===== src/rtl/assert_macros.svh =====
// Assertion macros shared by the RTL of the loss gradient unit.
// Needs a clk and an active-low rst_n in the scope where a macro is used.
`ifndef ASSERT_MACROS_SVH
`define ASSERT_MACROS_SVH

// Same-cycle implication, checked on every rising edge out of reset.
`define ASSERT_IMPL(label, ante, cons, msg) \
  label: assert property (@(posedge clk) disable iff (!rst_n) (ante) |-> (cons)) \
    else $error(msg);

// Next-cycle implication, checked on every rising edge out of reset.
`define ASSERT_NEXT(label, ante, cons, msg) \
  label: assert property (@(posedge clk) disable iff (!rst_n) (ante) |=> (cons)) \
    else $error(msg);

`endif


===== src/rtl/lgu_ram.sv =====
// Generic single-write, single-read RAM with registered read data.
// No dependencies.
`timescale 1ns / 1ps

module lgu_ram #(
  parameter int WIDTH = 32,
  parameter int DEPTH = 64
) (
  input  logic                     clk,
  input  logic                     wr_en,
  input  logic [$clog2(DEPTH)-1:0] wr_addr,
  input  logic [WIDTH-1:0]         wr_data,
  input  logic [$clog2(DEPTH)-1:0] rd_addr,
  output logic [WIDTH-1:0]         rd_data
);

  logic [WIDTH-1:0] mem_r [DEPTH];
  logic [WIDTH-1:0] rd_data_r;

  always_ff @(posedge clk) begin
    if (wr_en) begin
      mem_r[wr_addr] <= wr_data;
    end
    rd_data_r <= mem_r[rd_addr];
  end

  assign rd_data = rd_data_r;

endmodule


===== config.mk =====
export PLATFORM = sky130hd
export DESIGN_NAME = lgu_ram
export DESIGN_NICKNAME = d
export VERILOG_FILES = /design/src/rtl/assert_macros.svh /design/src/rtl/lgu_ram.sv
export SDC_FILE = /design/constraint.sdc
export NUM_CORES = 2
export LEC_CHECK = 0
export BUFFER_PORTS_ARGS = -buffer_cell sky130_fd_sc_hd__buf_2
export CORE_UTILIZATION = 60
export DETAILED_ROUTE_END_ITERATION = 10
export PLACE_DENSITY = 0.82
export SKIP_LAST_GASP = 1
export SLEW_MARGIN = 20
export SYNTH_ARGS = -nofsm -noshare
export SYNTH_HDL_FRONTEND = slang
export SYNTH_SLANG_ARGS = --single-unit

===== constraint.sdc =====
create_clock -name clk -period 5.4 [get_ports clk]
set_input_delay 0.81 -clock clk [delete_from_list [all_inputs] [get_ports clk]]
set_output_delay 0.81 -clock clk [all_outputs]
set_load 0.02 [all_outputs]

* Yosys cells after proc, flatten, opt, wreduce, memory -nomap -nowiden
Memories as Yosys holds them, arrays and structs flattened. A register that Yosys moved wholly into a read port is not among the register bits.
Index checks and enable logic that the tools add are counted.
** Storage, ports and cells
- Bits in registers :: 0
- Memory bits (writable) :: 2048
- Input bits :: 46
- Output and inout port bits :: 32
- Logic and storage cells :: 3
- Memories kept :: 1
** Memories
- mem_r :: depth 64, bits a word 32, read ports 1, clocked after Yosys merged registers in 1, write ports 1, RTL line lgu_ram.sv:17 : logic [WIDTH-1:0] mem_r [DEPTH];
** Operators by class
- Mux-type cells :: 2
** Operators with widths (number)
- 1-bit 2-to-1 mux :: 2

* Depth between registers and ports, before layout
- Word-level depth :: 2
- Mapped depth :: 10
- Depth with buffers taken out :: 5

* Worst setup path after synthesis
Ideal clock, no wire load.
- Path kind :: input to register
- Start :: input port wr_addr[3]
- End :: memory mem_r[48][0] (enable)
- Library setup time :: 0.461 ns
- Data arrival time :: 3.509 ns
- Data required time :: 4.939 ns
- Slack :: 1.430 ns
- Cell stages on the path :: 4
- Path buffers :: 1
- Path through :: clkbuf_1 -> nor2b_1 -> nand4b_1 -> nor3_1
** RTL lines
- from (decl) :: RTL line lgu_ram.sv:11 : input logic [$clog2(DEPTH)-1:0] wr_addr,
- to (decl) :: RTL line lgu_ram.sv:17
Straight into the memory's write port.

==> results.sh <==
export IMPL_peakVddDrop_uv=308
export IMPL_routedWlPerCell_um=40.0
export IMPL_ys_top_cells_by_count="edfxtp_1 (2048), mux4_2 (544), nor2_1 (137), mux2i_1 (93), o22ai_1 (84)"
export IMPL_cp_start_kind="input port"
export IMPL_synth_area_leaders="edfxtp_1 (78%), mux4_2 (16%), mux2i_1 (1.2%)"
export IMPL_cts_sinks=2080
export IMPL_crit_buf_inv=3
export IMPL_ys_async_sr_fraction=0
export IMPL_crit_top_cell="mux4_2"
export IMPL_io_pins=78
export IMPL_maxSlewHeadroom=0.127
export IMPL_ys_types=34
export IMPL_synthSimpleGateAreaFrac=0.0127
export IMPL_drive_gt1_frac=0.300
export IMPL_worst_path_max_delay_cell="o22ai_1"
export IMPL_fmax_ghz=0.267
export IMPL_critPathRequiredTime_ps=6030
export IMPL_min_period_ps=3740
export IMPL_ant_nets=0
export IMPL_finalSetupViolations=0
export IMPL_leakagePower_nw=27.5
export IMPL_grt_max_degree=91
export IMPL_synth_top_family_by_area="multiplexers"
export IMPL_viasPerCell=7.29
export IMPL_instances_no_fill=5467
export IMPL_ctsHoldBuffers=0
export IMPL_fp_dieW_um=364
export IMPL_dp_cells=5109
export IMPL_synth_top_cell_by_area="edfxtp_1"
export IMPL_power_density_mw_per_mm2=377
export IMPL_cts_tree="built"
export IMPL_hold_path_class="input port to flop"
export IMPL_htreeDepth=4
export IMPL_yosys_register_bits=2080
export IMPL_area_growth_pct=12.3
export IMPL_hold_viol_final=0
export IMPL_outcome="complete, no violations"
export IMPL_yosysSeqAreaShare=0.791
export IMPL_row_count=132
export IMPL_critPathCaptureType="flop"
export IMPL_core_area_mm2=0.130
export IMPL_rsz0062_at_grt="no"
export IMPL_antenna_found_initial=18
export IMPL_synth_avg_cell_area_um2=23.6
export IMPL_grt_overflow=0
export IMPL_crit_type="input port to flop"
export IMPL_synth_compound_area_frac=0.0167
export IMPL_worstPathArrival_ps=4370
export IMPL_seqCellArea_mm2=0.0621
export IMPL_wirelength_um=219000
export IMPL_dp_final_hpwl_um=112000
export IMPL_ys_flop_type="edfxtp_1"
export IMPL_netlist_area_leader_share=0.783
export IMPL_path_cells="buf_8, buf_12, buf_4, mux4_2, mux4_2, o22ai_1, nor2_1"
export IMPL_drt_iter0_drc=7304
export IMPL_grt_pass1_wl_um=304000
export IMPL_first_global_vias=40399
export IMPL_worstSkewPairLatency_ps=850
export IMPL_whs_ps=535
export IMPL_tightest_slew_ps=1300
export IMPL_cap_violations=0
export IMPL_synth_area_mux_share=0.168
export IMPL_crit_fanout=45
export IMPL_multiInputGateArea_mm2=0.0160
export IMPL_final_nets=3608
export IMPL_drv_slew=0
export IMPL_numCtsBuffers=191
export IMPL_timing_final_crit_share=0.693
export IMPL_yosysWarnings=0
export IMPL_cts_setup_buffers=0
export IMPL_place_congestion=0.857
export IMPL_vias=39835
export IMPL_clock_root_buffer="clkbuf_16"
export IMPL_max_stage_delay_ps=750
export IMPL_synth_cell_area_mm2=0.0785
export IMPL_port_buffers=77
export IMPL_path_clk_slew_ps=60
export IMPL_power_w=0.0332
export IMPL_path_delay_family="buffers and inverters"
export IMPL_synth_cells=3324
export IMPL_setup_tns_ps=0
export IMPL_synth_most_common_cell="edfxtp_1"
export IMPL_route_detailed_drc=0
export IMPL_postCtsResizedCells=0
export IMPL_synthXorXnorAreaFrac=0
export IMPL_synthAdderAreaFrac=0
export IMPL_grt_usage=0.335
export IMPL_synth_edff_count=2048
export IMPL_clockBufferDepth=3
export IMPL_syn_num_nets=3370
export IMPL_first_pass_iters=10
export IMPL_die_y_um=364
export IMPL_start_util=0.606
export IMPL_die_area_mm2=0.132
export IMPL_skew_ps=35.9
export IMPL_fillers=7149
[power breakdown]
group          total, W  internal, W  switching, W
Clock            0.0134      0.00742       0.00602
Combinational   0.00179     0.000606       0.00119
Sequential       0.0180       0.0179      0.000100
[final cells by class]
type / instances / area share
flip-flops and latches: 2080 / 0.705
multi-input cells: 1062 / 0.181
clock buffers: 256 / 0.0591
well taps: 1742 / 0.0247
repair buffers: 227 / 0.0201
clock inverters: 97 / 0.0100
diodes: 3 / 0.0000852
[sequential cells by signal, indices dropped and copies added, names as in the netlist]
name and cells:
mem_r 2048, rd_data 32
[per-layer routing]
metal	routed length [µm]	global-route usage	vias up	share of wire
met3	30100	0.0888	827	0.14
met4	14500	0.187	20	0.066
met5	133	0	-	0.00061
met1	67500	0.419	20403	0.31
met2	107000	0.540	3847	0.49
li1	-	-	14738	-
[placed cells by master, fill, tap and decap left out, drive strengths merged, types with 2 or more instances in the layout]
cell type,n
o22ai,84
a41o,4
and3,4
nor3,7
nor2,137
diode,3
dfxtp,32
or3b,5
nand3b,5
o32ai,4
o221ai,27
mux2i,93
a21oi,62
edfxtp,2048
clkbuf,256
nand4,2
nand2,26
or3,3
a311oi,8
buf,227
inv,10
nand2b,8
a22oi,12
bufinv,13
or2,3
clkinvlp,3
mux4,544
nand3,5
and2,2
nor2b,15
clkinv,71
[stage by stage]
stage                     area (µm²)  utilization  setup WS [ps]
final                          88200        0.680           1660
after global routing           88100        0.680           1720
after CTS                      88100        0.679           1960
after detailed placement       82000        0.632           1180
after global placement         82000        0.632           1190
after floorplan                78500            -           1430
[worst paths after layout]
kind                               start                      end  slack [ps]  cells after the start
hold reg to reg   mem_r[13][4]$_DFFE_PP_       rd_data[4]$_DFF_P_         800                      4
setup / recovery              rd_addr[0]       rd_data[7]$_DFF_P_        1660                      7
setup reg to reg  mem_r[51][7]$_DFFE_PP_       rd_data[7]$_DFF_P_        2720                      4
hold / removal               wr_data[13]  mem_r[49][13]$_DFFE_PP_         530                      1
[logic make-up after synthesis]
family | count (synthesis)
flops | 2080
mux | 637
simple gates | 223
compound gates | 202
buf+inv | 182
Note: power is estimated with default switching activity, not from simulation.
