**config.mk**
```make
export PLATFORM = sky130hd
export DESIGN_NAME = lgu_arith
export DESIGN_NICKNAME = d
export VERILOG_FILES = /design/src/rtl/lgu_pkg.sv /design/src/rtl/lgu_arith.sv
export VERILOG_INCLUDE_DIRS = /design/src /design/src/rtl
export SDC_FILE = /design/constraint.sdc
export NUM_CORES = 2
export LEC_CHECK = 0
export BUFFER_PORTS_ARGS = -buffer_cell sky130_fd_sc_hd__buf_2
export CAP_MARGIN = 25
export CORE_MARGIN = 2
export CORE_UTILIZATION = 40
export CTS_CLUSTER_SIZE = 30
export DETAILED_ROUTE_END_ITERATION = 8
export PLACE_DENSITY = 0.69
export SETUP_SLACK_MARGIN = 0.4
export SYNTH_ARGS = -nofsm -noshare
export SYNTH_HDL_FRONTEND = slang
export SYNTH_SLANG_ARGS = --single-unit
```
**constraint.sdc**
```tcl
create_clock -name clk -period 26.5 [get_ports clk]
set_input_delay 0 -clock clk [delete_from_list [all_inputs] [get_ports clk]]
set_output_delay 0 -clock clk [all_outputs]
set_load 0.1 [all_outputs]
```
**src/rtl/assert_macros.svh**
```systemverilog
// Assertion macros shared by the RTL of the loss gradient unit.
// Needs a clk and an active-low rst_n in the scope where a macro is used.
`ifndef ASSERT_MACROS_SVH
`define ASSERT_MACROS_SVH

// Same-cycle implication, checked on every rising edge out of reset.
`define ASSERT_IMPL(label, ante, cons, msg) \
  label: assert property (@(posedge clk) disable iff (!rst_n) (ante) |-> (cons)) \
    else $error(msg);

// Next-cycle implication, checked on every rising edge out of reset.
`define ASSERT_NEXT(label, ante, cons, msg) \
  label: assert property (@(posedge clk) disable iff (!rst_n) (ante) |=> (cons)) \
    else $error(msg);

`endif

```
**src/rtl/lgu_pkg.sv**
```systemverilog
// Package of the loss gradient unit: widths, mode and register codes,
// and the command/status types of the shared arithmetic unit. No dependencies.
`timescale 1ns / 1ps

package lgu_pkg;

  localparam int DATA_W        = 32;
  localparam int MODE_W        = 3;
  localparam int ROWS_W        = 7;
  localparam int CFG_IDX_W     = 2;
  localparam int CFG_DATA_W    = 7;
  localparam int ACC_W         = 64;
  localparam int WIDE_W        = 128;
  localparam int DEF_MAX_ELEMS = 64;
  localparam int DEF_FRAC_BITS = 16;

  // loss_mode codes
  localparam logic [MODE_W-1:0] MODE_MSE   = 3'd0;
  localparam logic [MODE_W-1:0] MODE_MAE   = 3'd1;
  localparam logic [MODE_W-1:0] MODE_HINGE = 3'd2;
  localparam logic [MODE_W-1:0] MODE_NLL   = 3'd3;
  localparam logic [MODE_W-1:0] MODE_COS   = 3'd4;

  // configuration register indexes
  localparam logic [CFG_IDX_W-1:0] CFG_IDX_MODE = 2'd0;
  localparam logic [CFG_IDX_W-1:0] CFG_IDX_ROWS = 2'd1;

  localparam logic [DATA_W-1:0] GRAD_MAX = 32'h7FFF_FFFF;
  localparam logic [DATA_W-1:0] GRAD_MIN = 32'h8000_0000;

  typedef enum logic [1:0] {
    OP_MUL  = 2'd0,
    OP_DIV  = 2'd1,
    OP_SQRT = 2'd2
  } arith_op_t;

  typedef struct packed {
    logic              start;
    arith_op_t         op;
    logic [WIDE_W-1:0] opa;
    logic [WIDE_W-1:0] opb;
  } arith_cmd_t;

  typedef struct packed {
    logic busy;
    logic done;
  } arith_stat_t;

endpackage

```
**src/rtl/lgu_arith.sv**
```systemverilog
// Shared iterative arithmetic unit: 64x64 multiply, 128/128 divide and
// 128-bit integer square root, one step per cycle over one 129-bit adder.
// Depends on lgu_pkg and assert_macros.svh.
`timescale 1ns / 1ps
`include "assert_macros.svh"

module lgu_arith (
  input  logic                      clk,
  input  logic                      rst_n,
  input  lgu_pkg::arith_cmd_t       cmd,
  output lgu_pkg::arith_stat_t      stat,
  output logic [lgu_pkg::WIDE_W-1:0] result
);
  import lgu_pkg::*;

  localparam int ROOT_W = WIDE_W / 2;
  localparam int CNT_W  = $clog2(WIDE_W + 1);
  localparam logic [CNT_W-1:0] MUL_STEPS  = CNT_W'(WIDE_W / 2);
  localparam logic [CNT_W-1:0] DIV_STEPS  = CNT_W'(WIDE_W);
  localparam logic [CNT_W-1:0] SQRT_STEPS = CNT_W'(WIDE_W / 2);

  arith_op_t          op_r, op_nxt;
  logic               busy_r, busy_nxt;
  logic               done_r, done_nxt;
  logic [CNT_W-1:0]   cnt_r, cnt_nxt;
  logic [WIDE_W-1:0]  acc_r, acc_nxt;   // product / remainder
  logic [WIDE_W-1:0]  src_r, src_nxt;   // multiplicand / divisor
  logic [WIDE_W-1:0]  shf_r, shf_nxt;   // multiplier / dividend->quotient / radicand
  logic [ROOT_W-1:0]  root_r, root_nxt;

  logic [WIDE_W-1:0]  rem_div, rem_sqrt, trial, add_x, add_y;
  logic               add_cin, ge;
  logic [WIDE_W:0]    sum;

  // operand select for the one adder
  always_comb begin
    rem_div  = {acc_r[WIDE_W-2:0], shf_r[WIDE_W-1]};
    rem_sqrt = {acc_r[WIDE_W-3:0], shf_r[WIDE_W-1 -: 2]};
    trial    = {{(WIDE_W-ROOT_W-2){1'b0}}, root_r, 2'b01};
    case (op_r)
      OP_MUL: begin
        add_x   = acc_r << 1;
        add_y   = shf_r[WIDE_W-1] ? src_r : '0;
        add_cin = 1'b0;
      end
      OP_DIV: begin
        add_x   = rem_div;
        add_y   = ~src_r;
        add_cin = 1'b1;
      end
      OP_SQRT: begin
        add_x   = rem_sqrt;
        add_y   = ~trial;
        add_cin = 1'b1;
      end
      default: begin
        add_x   = '0;
        add_y   = '0;
        add_cin = 1'b0;
      end
    endcase
    sum = {1'b0, add_x} + {1'b0, add_y} + {{WIDE_W{1'b0}}, add_cin};
    ge  = sum[WIDE_W];
  end

  // step sequencing
  always_comb begin
    op_nxt   = op_r;
    busy_nxt = busy_r;
    done_nxt = 1'b0;
    cnt_nxt  = cnt_r;
    acc_nxt  = acc_r;
    src_nxt  = src_r;
    shf_nxt  = shf_r;
    root_nxt = root_r;
    if (cmd.start) begin
      busy_nxt = 1'b1;
      op_nxt   = cmd.op;
      acc_nxt  = '0;
      root_nxt = '0;
      case (cmd.op)
        OP_MUL: begin
          src_nxt = cmd.opa;
          shf_nxt = {cmd.opb[ROOT_W-1:0], {ROOT_W{1'b0}}};
          cnt_nxt = MUL_STEPS;
        end
        OP_DIV: begin
          src_nxt = cmd.opb;
          shf_nxt = cmd.opa;
          cnt_nxt = DIV_STEPS;
        end
        OP_SQRT: begin
          src_nxt = '0;
          shf_nxt = cmd.opa;
          cnt_nxt = SQRT_STEPS;
        end
        default: begin
          busy_nxt = 1'b0;
        end
      endcase
    end else if (busy_r) begin
      case (op_r)
        OP_MUL: begin
          acc_nxt = sum[WIDE_W-1:0];
          shf_nxt = shf_r << 1;
        end
        OP_DIV: begin
          acc_nxt = ge ? sum[WIDE_W-1:0] : rem_div;
          shf_nxt = {shf_r[WIDE_W-2:0], ge};
        end
        OP_SQRT: begin
          acc_nxt  = ge ? sum[WIDE_W-1:0] : rem_sqrt;
          shf_nxt  = shf_r << 2;
          root_nxt = {root_r[ROOT_W-2:0], ge};
        end
        default: begin
          acc_nxt = acc_r;
        end
      endcase
      cnt_nxt = cnt_r - 1'b1;
      if (cnt_r == CNT_W'(1)) begin
        busy_nxt = 1'b0;
        done_nxt = 1'b1;
      end
    end
  end

  always_ff @(posedge clk) begin
    if (!rst_n) begin
      busy_r <= 1'b0;
      done_r <= 1'b0;
      cnt_r  <= '0;
      op_r   <= OP_MUL;
    end else begin
      busy_r <= busy_nxt;
      done_r <= done_nxt;
      cnt_r  <= cnt_nxt;
      op_r   <= op_nxt;
    end
  end

  always_ff @(posedge clk) begin
    acc_r  <= acc_nxt;
    src_r  <= src_nxt;
    shf_r  <= shf_nxt;
    root_r <= root_nxt;
  end

  // result view per operation
  always_comb begin
    case (op_r)
      OP_MUL:  result = acc_r;
      OP_DIV:  result = shf_r;
      OP_SQRT: result = {{(WIDE_W-ROOT_W){1'b0}}, root_r};
      default: result = '0;
    endcase
  end

  assign stat.busy = busy_r;
  assign stat.done = done_r;

  `ASSERT_IMPL(a_no_restart, cmd.start, !busy_r, "arith start while busy")
  `ASSERT_IMPL(a_done_follows_run, done_r, $past(busy_r), "arith done without a run")
  `ASSERT_IMPL(a_busy_has_steps, busy_r, cnt_r != '0, "arith busy with no steps left")

endmodule

```
# ---- Word-level counts from Yosys, hierarchy flattened
# Index checks and enable logic that the tools add are counted.
dict set report word_totals {
  reg_bits 460
  latchBits 0
  ramBits 0
  romBits 0
  output_inout_bits 130
  word_cells 59
  n_memories 0
}
dict set report classes {
  add_sub_neg 3
  multipliers 0
  div_mod_pow 0
  n_lt_le_gt_ge 0
  eq_ne 7
  shifts 0
  n_mux 21
  bitwise 4
  reduce_logical 16
}
# cell n
set op_table {}
lappend op_table {{$pmux W128 S3} 6}
lappend op_table {{$mux W128} 5}
lappend op_table {{$pmux W128 S2} 1}
lappend op_table {{$add A128 B128 Y129} 1}
lappend op_table {{$add A129 B1 Y129} 1}
lappend op_table {{$not A128 Y128} 1}
lappend op_table {{$not A66 Y128} 1}
lappend op_table {{$mux W8} 2}
lappend op_table {{$pmux W8 S2} 1}
lappend op_table {{$eq A8 B1 Y1 const B} 1}
lappend op_table {{$reduce_and A2 Y1} 4}
lappend op_table {{$sub A8 B1 Y8 const B} 1}
lappend op_table {{$mux W1} 6}
lappend op_table {{$ne A3 B2 Y1 const B} 2}
lappend op_table {{$reduce_bool A3 Y1} 2}
lappend op_table {{$reduce_or A2 Y1} 3}
lappend op_table {{$reduce_or A3 Y1} 2}
lappend op_table {{$eq A2 B1 Y1 const B} 2}
lappend op_table {{$eq A2 B2 Y1 const B} 2}
lappend op_table {{$logic_not A2 Y1} 2}
lappend op_table {{$reduce_bool A4 Y1} 1}
lappend op_table {{$reduce_and A3 Y1} 1}
lappend op_table {{$not A1 Y1} 2}
lappend op_table {{$reduce_bool A2 Y1} 1}

# ---- Logic depth before layout (Yosys ltp)
dict set report depth {
  depth_word 7
  mapped_depth 25
}

# ---- Worst setup path after synthesis
# No wires, ideal clock.
dict set report synth_timing {
  kind {register -> register}
  from {register op_r[0]}
  to {register shf_r[0], enable pin}
  arrival_time_ps 10367
  required_time_ps 25708
  slack_ps 15341
  stages_incl_launch_ff 8
  synth_period_minus_slack_ps 11159
  cell_sequence {dfxtp_1 > inv_1 > ha_1 > clkbuf_1 > clkbuf_1 > clkbuf_1 > o21ai_0 > o21ai_0}
}
dict set report synth_via {
  elab_chain_cells 3
  word_cells_on_any_way 5
  classes_between {2 x eq/ne; 3 x reduce/logical}
}
# item line_no
set synth_rtl {}
lappend synth_rtl {{start, declared} lgu_arith.sv:22} ;# arith_op_t op_r, op_nxt;
lappend synth_rtl {{start signal, assigned} lgu_arith.sv:138} ;# op_r <= op_nxt;
lappend synth_rtl {{$eq A2 B2 Y1 (tied with other cells)} lgu_arith.sv:102} ;# case (op_r)
lappend synth_rtl {{$reduce_bool A4 Y1 (no source line) (*)} --}
lappend synth_rtl {{$reduce_and A3 Y1 (no source line) (*)} --}
lappend synth_rtl {{end signal, assigned} lgu_arith.sv:145} ;# shf_r <= shf_nxt;
lappend synth_rtl {{end, declared} lgu_arith.sv:28} ;# logic [WIDE_W-1:0] shf_r, shf_nxt;
# Mark *: on every way between the ends. The rest lies on a longest branch, timed or not.
# A chain may end at the register's enable or synchronous reset.

# ---- Final worst setup path
dict set report layout_timing {
  from {register op_r[0]}
  to {register acc_r[126]}
}
dict set report layout_via {
  elab_chain_cells 6
  word_cells_on_any_way 14
  classes_between {2 x add/sub; 2 x eq/ne; 6 x mux; 4 x reduce/logical}
}
# item line_no
set layout_rtl {}
lappend layout_rtl {{$eq A2 B2 Y1 (tied with other cells)} {lgu_arith.sv:40, lgu_arith.sv:102}}
lappend layout_rtl {{$pmux W128 S3 or $reduce_or A2 Y1 (tied branches)} --}
lappend layout_rtl {{$add A128 B128 Y129 or $mux W1 (tied branches)} {lgu_arith.sv:62, lgu_arith.sv:40}}
lappend layout_rtl {{$add A129 B1 Y129} lgu_arith.sv:62} ;# sum = {1'b0, add_x} + {1'b0, add_y} + {{WIDE_W{1'b0}}, add_cin};
lappend layout_rtl {{$mux W128 (on tied branches)} {lgu_arith.sv:112, lgu_arith.sv:108}}
lappend layout_rtl {{$pmux W128 S3} lgu_arith.sv:102}
lappend layout_rtl {{end signal, assigned} lgu_arith.sv:143} ;# acc_r <= acc_nxt;
lappend layout_rtl {{end, declared} lgu_arith.sv:26} ;# logic [WIDE_W-1:0] acc_r, acc_nxt;
# Several ways; a longest one is shown, not always the timed one.

==> metrics.md <==
| Metric | Value |
|---|---|
| Distinct cells, synth | `87` |
| Flops & latches, synth | `460` |
| Initial antenna violation count | `15` |
| Startpoint types | `flip-flop` |
| Critical Path Sink Type | `flip-flop` |
| Die H | `305.5 um` |
| Measured slew at the worst slew-check pin | `1.111 ns` |
| CTS max path bufs | `3` |
| Pins Over Slew Limit | `0` |
| Total number of vias | `approximately 42000` |
| CTS buffer count | `52` |
| Logic pwr share | `39.1%` |
| P per Cell Area | `63.37 nW/um^2` |
| Post-Place Setup Slack | `between 15 and 20 ns` |
| Post-cts resize count | `0` |
| Most frequent cells in the layout | `612 x o21ai_0, 587 x nor2_1, 582 x nand2_1` |
| Pint | `approximately 1.6 mW` |
| Post-CTS Setup Inserts | `0` |
| Fraction of registers with async set/reset | `0%` |
| Avg Inst Size Synth | `7.436 um^2` |
| Layout area overhead | `20.91%` |
| Max_slew headroom | `25.16%` |
| Root Driver | `clkbuf_16` |
| Switching Power | `1.185 mW` |
| Die W | `305.5 um` |
| Net Sw Frac | `42.53%` |
| Layout net count | `5697` |
| First-pass GRT wire length | `253500 um` |
| I/O pin total | `391` |
| Core area | `90010 um^2` |
| Most common cell after layout, fill and taps aside | `o21ai_0` |
| Violated checks | `design-rule violations` |
| I/O Buffers | `390` |
| Mapped Area | `approximately 36000 um^2` |
| H-Tree Level Count | `2` |
| Crit-path max FO | `116` |
| Hold_buf cts | `around 350` |
| Multi-input logic area | `22360 um^2` |
| Final Hold Viols | `0` |
| Leakage | `17.70 nW` |
| CP required | `27.06 ns` |
| CTS tree | `yes` |
| Setup TNS | `0 ns` |
| Remaining DRCs | `1` |
| CTS sink count | `between 400 and 500` |
| FMAX | `0.1179 GHz` |
| Post-DR wirelength/cell | `26.63 um` |
| Total global routing track utilization | `35.61%` |
| Critical path class | `reg2reg` |
| Hold Crit Class | `in2reg` |
| Maximum capacitance violations | `0` |
| Clock latency on the worst-skew pair | `approximately 0.64 ns` |
| Starting Density | `40.40%` |
| Final period util | `32.01%` |
| Clk_skew | `around 0.019 ns` |
| Vias per inst | `about 6.4` |
| Final WL | `173700 um` |
| DRT Pass-1 Iters | `9` |
| Register area share after synthesis | `32.37%` |
| Antenna Nets Post-Route | `0` |
| Die area | `93350 um^2` |
| Tmin final | `8.482 ns` |
| Yosys warnings | `0` |
| Top FF cell, synth | `edfxtp_1` |
| Placed Area | `38650 um^2` |
| Post-route setup slack | `about 18 ns` |
| Finished Cell Area | `roughly 44000 um^2` |
| Min Hold Slack | `0.03956 ns` |
| Max VDD drop | `0.05002 mV` |
| Clock network power share | `27.8%` |
| Arrival time worst endpoint | `9.05 ns` |
| Clock-pin slew on the worst setup and hold paths | `0.06 ns` |
| Layout Utilization | `48.85%` |
| Layout cells sized above 1 | `10.84%` |
| Setup Viol. Count Final | `0` |
| Status | `finished, violations left` |
| DP HPWL | `125700 um` |
| Syn nets | `around 5300` |
| Global route overflow | `0` |
| RSZ-0062 raised after global routing | `false` |
| Flop pwr share | `33.1%` |
| Reg area | `approximately 12000 um^2` |
| Iter 0 DRT Violations | `6870` |
| Pin count of the biggest net entering global routing | `167` |
| Fillcell total | `8828` |
| Gate Count Post-Synth | `4891` |
| Post-synth EDFFs | `256` |
| Number of global-route vias before repair | `38295` |
| FP Rows | `110` |
| GP Congestion | `1.032` |
[worst max-delay path: stages (launching register included)]
cell and delay (ns):
dfxtp_1 0.39, inv_1 0.19, ha_4 0.70, buf_4 0.75, buf_4 0.83, buf_4 0.75
nor2_1 0.13, nor2_1 0.17, ha_1 0.28, nand2_1 0.12, nor2_1 0.23, nand2_1 0.11
nor4_1 0.59, o21ai_1 0.34, nand3_4 0.50, buf_4 0.86, o21ai_0 0.21, a21oi_1 0.69
a221o_1 0.20, a21oi_1 0.04, a21oi_1 0.13
[flip-flops by register name (all words and copies together), names as in the netlist]
register,cells
op_r,2
root_r,64
shf_r,128
src_r,128
done_r,1
busy_r,1
cnt_r,8
acc_r,128
[synth_stat cells, types with 4 or more instances]
master    count  area share (%)
o31ai_1      11            0.23
a22o_1       60             1.4
o21ai_0     613             8.4
xnor2_1      74             1.8
a221o_1       4            0.11
nor4_1       15            0.26
clkbuf_1    381             3.9
a21oi_1     560             7.7
dfxtp_1     204              11
edfxtp_1    256              21
o21bai_1     39            0.81
ha_1        137             4.7
a31oi_1      38            0.65
or2_2         8            0.14
a41o_1        6            0.17
nor2b_1      10            0.17
a222oi_1     64             1.8
or3_1         7            0.12
inv_1       181             1.9
and2_1       15            0.26
a32o_1       17            0.47
o22ai_1      13            0.22
o21a_1       19            0.39
a21boi_0      8            0.17
buf_2        23            0.32
a211oi_1     12            0.25
and3_1       17            0.29
buf_1        29            0.30
nand2b_1     77             1.3
o211ai_1     12            0.25
nor3_1       29            0.40
and4_1        7            0.17
o21ai_1       6           0.083
o221ai_1     12            0.29
nand4_1      66             1.1
xor2_1       51             1.2
mux2i_1      72             2.0
a221oi_1     76             1.8
a22oi_1     251             5.2
a21o_1       67             1.4
nor2_1      590             6.1
nand3_1     100             1.4
a311oi_1      5            0.12
nand2_1     585             6.0
[cells by family (layout without fill, tap and decap cells)]
family	Yosys count	after routing	synth area share, %
XOR/XNOR	125	125	3.010
AO/OA/AOI/OAI	1935	1935	33.18
AND/OR/NAND/NOR	1541	1541	18.12
other	0	8	0
flip-flops	460	460	32.37
buffers and inverters	619	1069	6.512
adder cells (fa/ha/maj)	139	139	4.823
multiplexers	72	72	1.982
[stage by stage]
| step | total power [mW] | cells |
|---|---|---|
| floorplan | 1.618 | 4891 |
| global placement | 1.929 | 6070 |
| detailed placement | 1.926 | 6071 |
| CTS | 2.742 | 6514 |
| global route | 2.882 | 6520 |
| finish | 2.786 | 6525 |
[layer usage]
metal / global-route usage, % / wire, um / up-vias / part of all wire, %
li1: - / - / 18676 / -
met4: 19.92 / 11390 / 12 / 6.6
met3: 10.31 / 22430 / 467 / 13
met5: 0 / 79 / - / 0.045
met2: 49.68 / 69270 / 2725 / 40
met1: 48.89 / 70570 / 19752 / 41
[layout make-up]
type	instances	share of cell area, %
Antenna cell	8	0.04553
Clock buffer	66	3.289
Clock inverter	32	0.7683
Inverter	182	1.554
Multi-Input combinational cell	3812	50.85
Sequential cell	460	26.77
Tap cell	1176	3.346
Timing Repair Buffer	789	13.37
[path summary, 6_finish.rpt]
path,to,from,cells after the start,slack [ns]
setup reg to reg,acc_r[126],op_r[0],20,18.02
hold reg to reg,acc_r[127],acc_r[127],1,0.48
setup / recovery,acc_r[126],op_r[0],20,18.02
hold / removal,src_r[46],cmd[46],3,0.04
[power groups by stage]
stage,registers [mW],logic [mW],clock network [mW]
floorplan,0.894,0.724,0
global placement,0.928,1.00,0
detailed placement,0.929,0.997,0
CTS,0.913,1.05,0.777
global route,0.925,1.16,0.801
finish,0.923,1.09,0.775
No activity file was read; power rests on OpenSTA's default activity.
